### src/hdl/i2cm_pkg.sv
// ----------------------------------------------------------------------------
// i2cm_pkg
// Types, command codes and constants shared by the I2C master byte engine.
// ----------------------------------------------------------------------------
package i2cm_pkg;

   localparam int COUNT_WIDTH_DEFAULT = 16;
   localparam int HP_WIDTH            = 16;
   localparam logic [HP_WIDTH-1:0] HALF_PERIOD_RESET = 16'd100;

   localparam int REQ_DATA_WIDTH = 16;
   localparam int REQ_USER_WIDTH = 2;
   localparam int RSP_DATA_WIDTH = 16;

   localparam logic [4:0] NSEG_START = 5'd2;
   localparam logic [4:0] NSEG_BYTE  = 5'd18;
   localparam logic [4:0] NSEG_STOP  = 5'd3;
   // first segment of the acknowledge slot
   localparam logic [4:0] SEG_ACK    = 5'd16;
   localparam logic [4:0] SEG_ACK_HI = 5'd17;

   typedef enum logic [1:0] {
      CMD_START = 2'd0,
      CMD_WRITE = 2'd1,
      CMD_READ  = 2'd2,
      CMD_STOP  = 2'd3
   } cmd_type;

   // one tick as queued between front and back
   typedef struct packed {
      logic       cmd_valid;
      cmd_type    cmd;
      logic [7:0] tx_byte;
      logic       send_ack;
      logic       sda_in;
   } item_type;

   typedef struct packed {
      logic       valid;
      item_type   item;
   } head_type;

   typedef struct packed {
      logic [7:0] rx_byte;
      logic       ack_received;
      logic       done_res;
      logic       busy_res;
      logic       sda_out;
      logic       scl_out;
   } rsp_type;

   function automatic logic [4:0] seg_total(input cmd_type cmd);
      logic [4:0] n;
      case (cmd)
         CMD_START: n = NSEG_START;
         CMD_STOP:  n = NSEG_STOP;
         default:   n = NSEG_BYTE;
      endcase
      return n;
   endfunction

endpackage

### src/hdl/i2cm_front.sv
// ----------------------------------------------------------------------------
// i2cm_front
// Accepts request beats, decodes the command and queues them (two entries).
// ----------------------------------------------------------------------------
module i2cm_front
   import i2cm_pkg::*;
(
   input  logic                      clock,
   input  logic                      reset,
   input  logic                      req_tvalid,
   output logic                      req_tready,
   input  logic [REQ_DATA_WIDTH-1:0] req_tdata,
   input  logic [REQ_USER_WIDTH-1:0] req_tuser,
   input  logic                      pop,
   output head_type                  head
);

   item_type   mem_ff [2];
   logic       wr_ptr_ff, wr_ptr_in;
   logic       rd_ptr_ff, rd_ptr_in;
   logic [1:0] cnt_ff, cnt_in;
   logic       push;
   item_type   item_dec;

   assign req_tready = (cnt_ff != 2'd2);
   assign push       = req_tvalid & req_tready;

   always_comb begin
      item_dec.cmd_valid = req_tdata[0];
      item_dec.cmd       = cmd_type'(req_tuser[1:0]);
      item_dec.tx_byte   = req_tdata[8:1];
      item_dec.send_ack  = req_tdata[9];
      item_dec.sda_in    = req_tdata[10];
   end

   always_comb begin
      wr_ptr_in = push ? ~wr_ptr_ff : wr_ptr_ff;
      rd_ptr_in = pop ? ~rd_ptr_ff : rd_ptr_ff;
      cnt_in    = cnt_ff + {1'b0, push} - {1'b0, pop};
   end

   always_ff @(posedge clock) begin
      if (reset) begin
         wr_ptr_ff <= 1'b0;
         rd_ptr_ff <= 1'b0;
         cnt_ff    <= 2'd0;
      end else begin
         wr_ptr_ff <= wr_ptr_in;
         rd_ptr_ff <= rd_ptr_in;
         cnt_ff    <= cnt_in;
      end
   end

   always_ff @(posedge clock) begin
      if (push) begin
         mem_ff[wr_ptr_ff] <= item_dec;
      end
   end

   assign head.valid = (cnt_ff != 2'd0);
   assign head.item  = mem_ff[rd_ptr_ff];

endmodule

### src/hdl/i2cm_engine.sv
// ----------------------------------------------------------------------------
// i2cm_engine
// Bus sequencer: one queued tick per cycle unless the result is stalled, drives
// SCL/SDA segments and holds the result in an output register.
// ----------------------------------------------------------------------------
module i2cm_engine
   import i2cm_pkg::*;
#(
   parameter int COUNT_WIDTH = COUNT_WIDTH_DEFAULT
)
(
   input  logic                      clock,
   input  logic                      reset,
   input  logic [HP_WIDTH-1:0]       half_period,
   input  head_type                  head,
   output logic                      pop,
   output logic                      rsp_tvalid,
   input  logic                      rsp_tready,
   output logic [RSP_DATA_WIDTH-1:0] rsp_tdata
);

   localparam int LW = ((COUNT_WIDTH > HP_WIDTH) ? COUNT_WIDTH : HP_WIDTH) + 1;
   localparam logic [LW-1:0] CAP = LW'(1) << COUNT_WIDTH;

   logic [4:0]             phase_ff, phase_in;
   cmd_type                cmd_ff, cmd_in;
   logic [COUNT_WIDTH-1:0] tick_ff, tick_in;
   logic [7:0]             shift_ff, shift_in;
   logic                   ackc_ff, ackc_in;
   logic                   ackf_ff, ackf_in;
   logic [7:0]             rx_ff, rx_in;
   logic                   scl_ff, scl_in;
   logic                   sda_ff, sda_in;
   logic                   rsp_valid_ff, rsp_valid_in;
   rsp_type                rsp_ff, rsp_in;

   logic [LW-1:0] limit;
   logic [LW-1:0] next_cnt;
   logic          seg_end;
   logic [4:0]    seg;
   logic [4:0]    seg_apply;
   logic          apply;
   logic          done;
   item_type      it;

   assign it  = head.item;
   assign pop = head.valid & (~rsp_valid_ff | rsp_tready);

   // zero counts as one tick, and the segment saturates at the counter range
   always_comb begin
      limit = (half_period == '0) ? LW'(1) : LW'(half_period);
      if (limit > CAP) begin
         limit = CAP;
      end
      next_cnt = LW'(tick_ff) + LW'(1);
      seg_end  = (next_cnt >= limit);
      seg      = phase_ff - 5'd1;
   end

   always_comb begin
      phase_in  = phase_ff;
      cmd_in    = cmd_ff;
      tick_in   = tick_ff;
      shift_in  = shift_ff;
      ackc_in   = ackc_ff;
      ackf_in   = ackf_ff;
      rx_in     = rx_ff;
      scl_in    = scl_ff;
      sda_in    = sda_ff;
      done      = 1'b0;
      apply     = 1'b0;
      seg_apply = 5'd0;

      if (phase_ff == 5'd0) begin
         if (it.cmd_valid) begin
            cmd_in   = it.cmd;
            shift_in = (it.cmd == CMD_WRITE) ? it.tx_byte : 8'd0;
            ackc_in  = it.send_ack;
            tick_in  = '0;
            phase_in = 5'd1;
            apply    = 1'b1;
         end
      end else if (seg_end) begin
         // close the segment: shift data, sample the acknowledge
         if (cmd_ff == CMD_WRITE) begin
            if (seg < SEG_ACK && seg[0]) begin
               shift_in = {shift_ff[6:0], 1'b0};
            end
            if (seg == SEG_ACK_HI) begin
               ackf_in = ~it.sda_in;
            end
         end else if (cmd_ff == CMD_READ) begin
            if (seg < SEG_ACK && seg[0]) begin
               shift_in = {shift_ff[6:0], it.sda_in};
            end
         end
         tick_in = '0;
         if (seg + 5'd1 >= seg_total(cmd_ff)) begin
            case (cmd_ff)
               CMD_START: scl_in = 1'b0;
               CMD_WRITE: begin
                  scl_in = 1'b0;
                  sda_in = 1'b0;
               end
               CMD_READ: begin
                  rx_in  = shift_in;
                  scl_in = 1'b0;
                  sda_in = 1'b0;
               end
               default: ;
            endcase
            phase_in = 5'd0;
            done     = 1'b1;
         end else begin
            phase_in  = phase_ff + 5'd1;
            apply     = 1'b1;
            seg_apply = seg + 5'd1;
         end
      end else begin
         tick_in = tick_ff + {{(COUNT_WIDTH-1){1'b0}}, 1'b1};
      end

      if (apply) begin
         case (cmd_in)
            CMD_START: begin
               scl_in = 1'b1;
               sda_in = (seg_apply == 5'd0);
            end
            CMD_WRITE: begin
               scl_in = seg_apply[0];
               sda_in = (seg_apply < SEG_ACK) ? shift_in[7] : 1'b1;
            end
            CMD_READ: begin
               scl_in = seg_apply[0];
               sda_in = (seg_apply < SEG_ACK) ? 1'b1 : ~ackc_in;
            end
            default: begin
               if (seg_apply == 5'd1) begin
                  scl_in = 1'b1;
               end
               if (seg_apply == 5'd2) begin
                  sda_in = 1'b1;
               end
            end
         endcase
      end
   end

   always_comb begin
      rsp_in.scl_out      = scl_in;
      rsp_in.sda_out      = sda_in;
      rsp_in.busy_res     = (phase_in != 5'd0);
      rsp_in.done_res     = done;
      rsp_in.ack_received = ackf_in;
      rsp_in.rx_byte      = rx_in;
      rsp_valid_in        = pop | (rsp_valid_ff & ~rsp_tready);
   end

   always_ff @(posedge clock) begin
      if (reset) begin
         phase_ff     <= 5'd0;
         cmd_ff       <= CMD_START;
         tick_ff      <= '0;
         shift_ff     <= 8'd0;
         ackc_ff      <= 1'b0;
         ackf_ff      <= 1'b0;
         rx_ff        <= 8'd0;
         scl_ff       <= 1'b1;
         sda_ff       <= 1'b1;
         rsp_valid_ff <= 1'b0;
      end else begin
         rsp_valid_ff <= rsp_valid_in;
         if (pop) begin
            phase_ff <= phase_in;
            cmd_ff   <= cmd_in;
            tick_ff  <= tick_in;
            shift_ff <= shift_in;
            ackc_ff  <= ackc_in;
            ackf_ff  <= ackf_in;
            rx_ff    <= rx_in;
            scl_ff   <= scl_in;
            sda_ff   <= sda_in;
         end
      end
   end

   always_ff @(posedge clock) begin
      if (pop) begin
         rsp_ff <= rsp_in;
      end
   end

   assign rsp_tvalid = rsp_valid_ff;
   assign rsp_tdata  = {{(RSP_DATA_WIDTH-$bits(rsp_type)){1'b0}}, rsp_ff};

endmodule

### src/hdl/i2c_master_byte_engine_unit.sv
// ----------------------------------------------------------------------------
// i2c_master_byte_engine_unit
// Open-drain I2C master byte engine, one request beat per bus tick.
// ----------------------------------------------------------------------------
//  channel | dir | handshake             | payload
//  req     | in  | req_tvalid/req_tready | req_tdata, req_tuser
//  rsp     | out | rsp_tvalid/rsp_tready | rsp_tdata
//  csr     | in  | csr_valid/csr_ready   | csr_data (half_period)
//
//  One beat per cycle in and out while rsp is not stalled; a beat's result reaches
//  rsp through the two-entry queue, then the sequencer's output register.
//  The sequencer steps once per beat, so bus timing counts beats, not cycles.
//  A stalled rsp holds its beat; the queue keeps taking beats until it is full.
//  Reset (synchronous) idles the bus with both lines released, half_period 100.
// ----------------------------------------------------------------------------
module i2c_master_byte_engine_unit
   import i2cm_pkg::*;
#(
   parameter int COUNT_WIDTH = COUNT_WIDTH_DEFAULT
)
(
   input  logic                      clock,
   input  logic                      reset,
   input  logic                      req_tvalid,
   output logic                      req_tready,
   // [0] cmd_valid, [8:1] tx_byte, [9] send_ack, [10] sda_in
   input  logic [REQ_DATA_WIDTH-1:0] req_tdata,
   // [1:0] req_type
   input  logic [REQ_USER_WIDTH-1:0] req_tuser,
   output logic                      rsp_tvalid,
   input  logic                      rsp_tready,
   // [0] scl_out, [1] sda_out, [2] busy_res, [3] done_res, [4] ack_received,
   // [12:5] rx_byte
   output logic [RSP_DATA_WIDTH-1:0] rsp_tdata,
   input  logic                      csr_valid,
   output logic                      csr_ready,
   input  logic [HP_WIDTH-1:0]       csr_data
);

   logic [HP_WIDTH-1:0] hp_ff;
   head_type            head;
   logic                pop;

   assign csr_ready = 1'b1;

   always_ff @(posedge clock) begin
      if (reset) begin
         hp_ff <= HALF_PERIOD_RESET;
      end else if (csr_valid) begin
         hp_ff <= csr_data;
      end
   end

   i2cm_front u_front (
      .clock      (clock),
      .reset      (reset),
      .req_tvalid (req_tvalid),
      .req_tready (req_tready),
      .req_tdata  (req_tdata),
      .req_tuser  (req_tuser),
      .pop        (pop),
      .head       (head)
   );

   i2cm_engine #(
      .COUNT_WIDTH (COUNT_WIDTH)
   ) u_engine (
      .clock       (clock),
      .reset       (reset),
      .half_period (hp_ff),
      .head        (head),
      .pop         (pop),
      .rsp_tvalid  (rsp_tvalid),
      .rsp_tready  (rsp_tready),
      .rsp_tdata   (rsp_tdata)
   );

endmodule

### config.mk
export PLATFORM = sky130hd
export DESIGN_NAME = i2c_master_byte_engine_unit
export DESIGN_NICKNAME = d
export VERILOG_FILES = /design/src/hdl/i2cm_pkg.sv /design/src/hdl/i2cm_front.sv /design/src/hdl/i2cm_engine.sv /design/src/hdl/i2c_master_byte_engine_unit.sv
export SDC_FILE = /design/constraint.sdc
export NUM_CORES = 1
export LEC_CHECK = 0
export BUFFER_PORTS_ARGS = -buffer_cell sky130_fd_sc_hd__buf_2
export CAP_MARGIN = 10
export CORE_MARGIN = 2
export CORE_UTILIZATION = 54
export DETAILED_ROUTE_END_ITERATION = 7
export GPL_ROUTABILITY_DRIVEN = 0
export PLACE_DENSITY = 0.82
export SYNTH_ARGS = -nofsm -noshare
export SYNTH_HDL_FRONTEND = slang
export SYNTH_SLANG_ARGS = --single-unit
### constraint.sdc
create_clock -name clock -period 3.9 [get_ports clock]
set_clock_uncertainty 0.15 [all_clocks]
set_input_delay 0.39 -clock clock [delete_from_list [all_inputs] [get_ports clock]]
set_output_delay 0.39 -clock clock [all_outputs]
set_load 0.01 [all_outputs]
# Yosys cells after proc, flatten, opt, wreduce, memory -nomap -nowiden
# Memories as Yosys holds them, arrays and structs flattened. A register that Yosys moved wholly into a read port is not among the register bits.
# Cells that the tools add are included.
# classes
n_addsub	7
order_cmp	5
n_eq_ne	11
n_mux	60
bitwise	12
n_reduce_logical	15
# ops
cell	n
$mux W8	12
$mux W16	4
$mux W5	9
$mux W1	29
$add A16 B1 Y17 const B	1
$ge A17 B17 Y1	1
$gt A17 B17 Y1 const B	1
$mux W17	1
$add A16 B1 Y16 const B	1
$logic_not A16 Y1	1
$add A5 B1 Y5 const B	2
$logic_not A5 Y1	2
$lt A5 B5 Y1 const B	2
$pmux W5 S2	1
$not A1 Y1	7
$eq A2 B1 Y1 const B	3
$eq A2 B2 Y1 const B	3
$reduce_or A2 Y1	3
$eq A5 B1 Y1 const B	1
$eq A5 B2 Y1 const B	1
$eq A5 B5 Y1 const B	1
$ge A5 B5 Y1	1
$reduce_bool A5 Y1	1
$sub A5 B1 Y5 const B	1
other kinds (15)	21
# totals
reg_bits	77
ram_bits	26
input_bits	39
output_inout_bits	19
word_cells	132
memories	1
# mem_list
name	words	word_bits	read_ports	rd_ports_with_merged_regs	write_ports	line_no	text
u_front.mem_ff	2	13	1	1	1	i2cm_front.sv:18	item_type mem_ff [2];

# Longest topological paths before layout
# logic_depth
word_depth	15
depth_mapped	15
mapped_depth_nobuf	14

# Modules after synthesis
# Synthesis repeated with hierarchy kept, for this count alone.
# hier_totals
cells_unflattened	566
hier_area_um2	5469.0
# modules_own_cells
mod	n_inst	cells_per_inst	area_per_inst_um2	seq_area_each_um2
i2cm_engine	1	443	3684.8	1271.2
i2cm_front	1	69	1187.4	880.8
i2c_master_byte_engine_unit	1	54	596.8	320.3

# Worst setup path before layout
# OpenSTA, ideal clock, no wires.
# synth_timing
path_kind	register to register
from	register u_engine.tick_ff[2]
to	register u_engine.ackf_ff
setup_time_ps	116
arrival_time_ps	3623
t_required_ps	3634
slack_ps	10
stages_incl_launch_ff	14
path_buffers	0
synth_period_minus_slack_ps	3890
path_cell_list	dfxtp_1 -> nand3_1 -> nor4_1 -> nand3_1 -> xnor2_1 -> ha_1 -> nand4_1 -> nor4_1 -> a211oi_1 -> a21oi_1 -> o21ai_2 -> or3_4 -> mux2_4 -> o211a_1
# synth_between
elab_chain_len	4
# synth_rtl
item	line_no	text
from (decl)	i2cm_engine.sv:27	logic [COUNT_WIDTH-1:0] tick_ff, tick_in;
from (signal assigned)	i2cm_engine.sv:176	tick_ff <= tick_in;
$add A16 B1 Y17	i2cm_engine.sv:55	next_cnt = LW'(tick_ff) + LW'(1);
$ge A17 B17 Y1	i2cm_engine.sv:56	seg_end = (next_cnt >= limit);
$mux W1	i2cm_engine.sv:83	end else if (seg_end) begin
$mux W1	i2cm_engine.sv:74	if (phase_ff == 5'd0) begin
net u_engine.ackf_in	i2cm_engine.sv:30	logic ackf_ff, ackf_in;
to (signal assigned)	i2cm_engine.sv:179	ackf_ff <= ackf_in;
to (decl)	i2cm_engine.sv:30	
# The timed path passes the listed nets, and every way through them passes these cells.
# A chain may end at the register's enable or synchronous reset.

# Final worst setup path
# layout_timing
from	register u_engine.tick_ff[0]
to	register u_engine.ackf_ff
# Same word-level chain as after synthesis.

==> key figures <==
Synthesis
  • Cell variety after synth: 66
  • Post-Syn Instances: 600
  • Seq/Total Area, Yosys: 44.1%
  • Post-synth EDFFs: 39
  • Most used DFF post-synth: dfxtp_1
  • Seq cells post-synth: 104
  • Syn. warnings: 0
  • Async set or reset register ratio after synthesis: 0%
  • Synthesized area: 5600 µm²
  • Mean post-synth cell area: 9.34 µm²

Pwr
  • Switching power: 1.53 mW
  • Power per Cell Area: 592 nW/µm²
  • Comb power frac: 44.5%
  • Highest ir drop seen on vdd: 0.000472 V
  • Clock Power Share: 17.1%
  • Share of power burned in registers: 38.4%
  • Leak Pwr: 2.60 nW
  • Switching part of the total: 40.8%
  • Internal Power: 2.22 mW

Final layout
  • Most common cell after layout, fill and taps aside: nor2_1
  • Layout Utilization: 62.1%
  • Most frequent cells in the layout: nor2_1, nand2_1, dfxtp_1
  • Share of layout cells above drive strength 1: 20.0%
  • Post-Layout Inst Area: 6330 µm²
  • Diode count: 0
  • Area Overhead vs Synth: 13.0%
  • Filler cells: 847
  • Nets: 727

Worst hold path
  • HP Class: in -> reg

Route
  • Drt first pass iters: 5
  • Remaining DRCs: 0
  • Wire length on met3: 618 µm
  • Via-to-Cell Ratio: 5.71
  • Iter 0 DRT Violations: 396
  • Vias: 4547
  • DRT Wirelength: 12.3 mm
  • Max layer used: met4
  • DRT antenna net count: 0
  • DRT met1 WL: 5.20 mm
  • Met2 wire len: 6.30 mm
  • Drt wl/cell: 15.5 µm

Place
  • PortBufs: 48
  • Post-DP HPWL: 8.62 mm
  • Placed inst area: 6050 µm²

Floorplanning
  • # rows: 37
  • Die X: 106 µm
  • DIE AREA: 11200 µm²
  • Initial Utilization: 55.0%
  • Core Region: 10200 µm²
  • Die span in y: 106 µm
  • Total I/O pin count: 58

Timing
  • Period Utilization, post-route: 95.4%
  • Max Transition Viols Final: 0
  • Fmax: 269 MHz
  • Setup TNS: 0 ns
  • Slew @ Worst Pin: 1.02 ns
  • Finish-stage setup viols: 0
  • Post-layout min period: 3.72 ns
  • Relative slew slack: 31.6%
  • Fin. Hold Viols: 0

Critical path
  • CP Launch Type: flip-flop
  • WS Path Type: reg -> reg
  • CP endpoint kind: flip-flop
  • CP max FO: 6
  • Worst endpoint required time: 4.05 ns
  • Crit path DAT: 3.87 ns

Global route
  • First-pass GRT wire length: 20.0 mm
  • Largest net degree at the start of global routing: 57
  • Vias in the first global route: 4455
  • Gr ovfl total: 0
  • GRT Overall Usage: 22.2%
  • Antenna violations before repair: 0

Run
  • Max-cap check violation count: 0

CTS
  • CTS Sinks: 104
  • Hold Buf Count CTS: 0
  • Worst skew pair latency: 0.39 ns
  • Num CTS Buffers: 9
  • Longest Clk Path Bufs: 2
  • H-tree depth: 3
  • Worst-path clk slew: 0.11 ns
  • Root buffer cell: clkbuf_8
  • CTS tree: built

Run status
  • Status: finished, final reports clean
[through the flow]
step	std cells	power [mW]	setup WS, ns	hold WS [ns]
3_5_place_dp	779	3.07	0.0321	0.298
6_report	797	3.74	0.180	0.0286
3_3_place_gp	779	3.01	0.128	0.288
5_1_grt	797	3.98	-0.00301	0.0192
4_1_cts	795	3.71	0.0592	0.0234
2_1_floorplan	602	2.62	0.0102	0.283
[critical path, stage by stage, from the launching register on]
cell      delay (ns)
dfxtp_2         0.37
buf_4           0.14
nand3_2         0.11
buf_4           0.18
nor3_1          0.33
xor2_1          0.15
ha_1            0.32
nand4_1         0.17
nor4_2          0.25
a211oi_1        0.10
a21oi_1         0.20
buf_4           0.19
o21ai_2         0.06
or3_4           0.39
mux2_4          0.31
o211a_1         0.20
[cells in the mapped netlist (7+ instances only)]
| library cell | count | share of area, % |
|---|---|---|
| dfxtp_1 | 65 | 23 |
| xor2_1 | 11 | 1.7 |
| nand2b_1 | 7 | 0.78 |
| nor2_1 | 71 | 4.8 |
| nand3_1 | 14 | 1.3 |
| edfxtp_1 | 39 | 21 |
| nand2_1 | 62 | 4.2 |
| a22oi_1 | 7 | 0.94 |
| nand3b_1 | 7 | 0.94 |
| xnor2_1 | 9 | 1.4 |
| mux2_2 | 15 | 3.0 |
| nor4_1 | 7 | 0.78 |
| ha_1 | 32 | 7.1 |
| clkbuf_1 | 18 | 1.2 |
| a21oi_1 | 50 | 4.5 |
| o21a_1 | 7 | 0.94 |
| nor3_1 | 8 | 0.71 |
| o21ai_0 | 17 | 1.5 |
| inv_1 | 31 | 2.1 |
| and2_1 | 8 | 0.89 |
| mux2i_1 | 26 | 4.6 |
[final timing paths]
check	from	to	slack, ns	depth (start not counted)
worst min register to register	u_engine.rx_ff[3]	u_engine.rx_ff[3]	0.31	2
worst max-delay path	u_engine.tick_ff[0]	u_engine.ackf_ff	0.18	15
worst min-delay path	req_tdata[10]	u_front.mem_ff[0][0]	0.03	1
worst max register to register	u_engine.tick_ff[0]	u_engine.ackf_ff	0.18	15
[power by group through the flow]
stage | logic, mW | registers, mW | clock network [mW]
after detailed placement | 1.61 | 1.46 | 0
after floorplan | 1.17 | 1.46 | 0
after CTS | 1.63 | 1.43 | 0.650
after global placement | 1.56 | 1.45 | 0
after global routing | 1.84 | 1.45 | 0.688
final | 1.67 | 1.44 | 0.641
[cells by family (layout without fill, tap and decap cells)]
group,Yosys count,after routing,share of synthesized area (%)
muxes,42,42,7.93
xor gates and xnor gates,20,20,3.13
adders and majority gates,32,32,7.15
and+or+nand+nor,210,210,18.2
DFF,104,104,44.1
buffers and inverters,63,122,4.76
AOI/OAI and AO/OA,127,127,14.6
other,2,4,0.134
[layout make-up]
type	count	area, µm²	share of cell area [%]
multi-input cells	435	2940	46.5
flip-flops and latches	104	2480	39.1
inverters	32	120	1.90
clock buffers	10	128	2.02
well taps	136	170	2.69
clock inverters	6	55.1	0.870
repair buffers	74	435	6.88
[state kept, by name (all words and copies together) (netlist names), named ones only]
register	count
u_engine.cmd_ff	2
u_engine.sda_ff	1
u_engine.tick_ff	16
u_engine.rsp_tdata	13
u_engine.phase_ff	5
u_engine.shift_ff	8
u_engine.ackc_ff	1
u_engine.scl_ff	1
u_engine.rx_ff	8
u_engine.ackf_ff	1
u_front.rd_ptr_ff	1
u_engine.rsp_tvalid	1
u_front.mem_ff	26
u_front.wr_ptr_ff	1
u_front.cnt_ff	2
hp_ff	16
[per-layer routing]
layer	vias up	global-route usage, %
met4	0	8.74
met5	-	0
met1	2162	26.0
met3	28	4.76
met2	129	39.6
li1	2228	-
[timing repair]
item                                    CTS  global route
buffers inserted                          0             2
resized for setup                         1            18
pin swaps                                 0             9
endpoints found under the setup margin    1            41
Power figures use the tool's default switching activity.
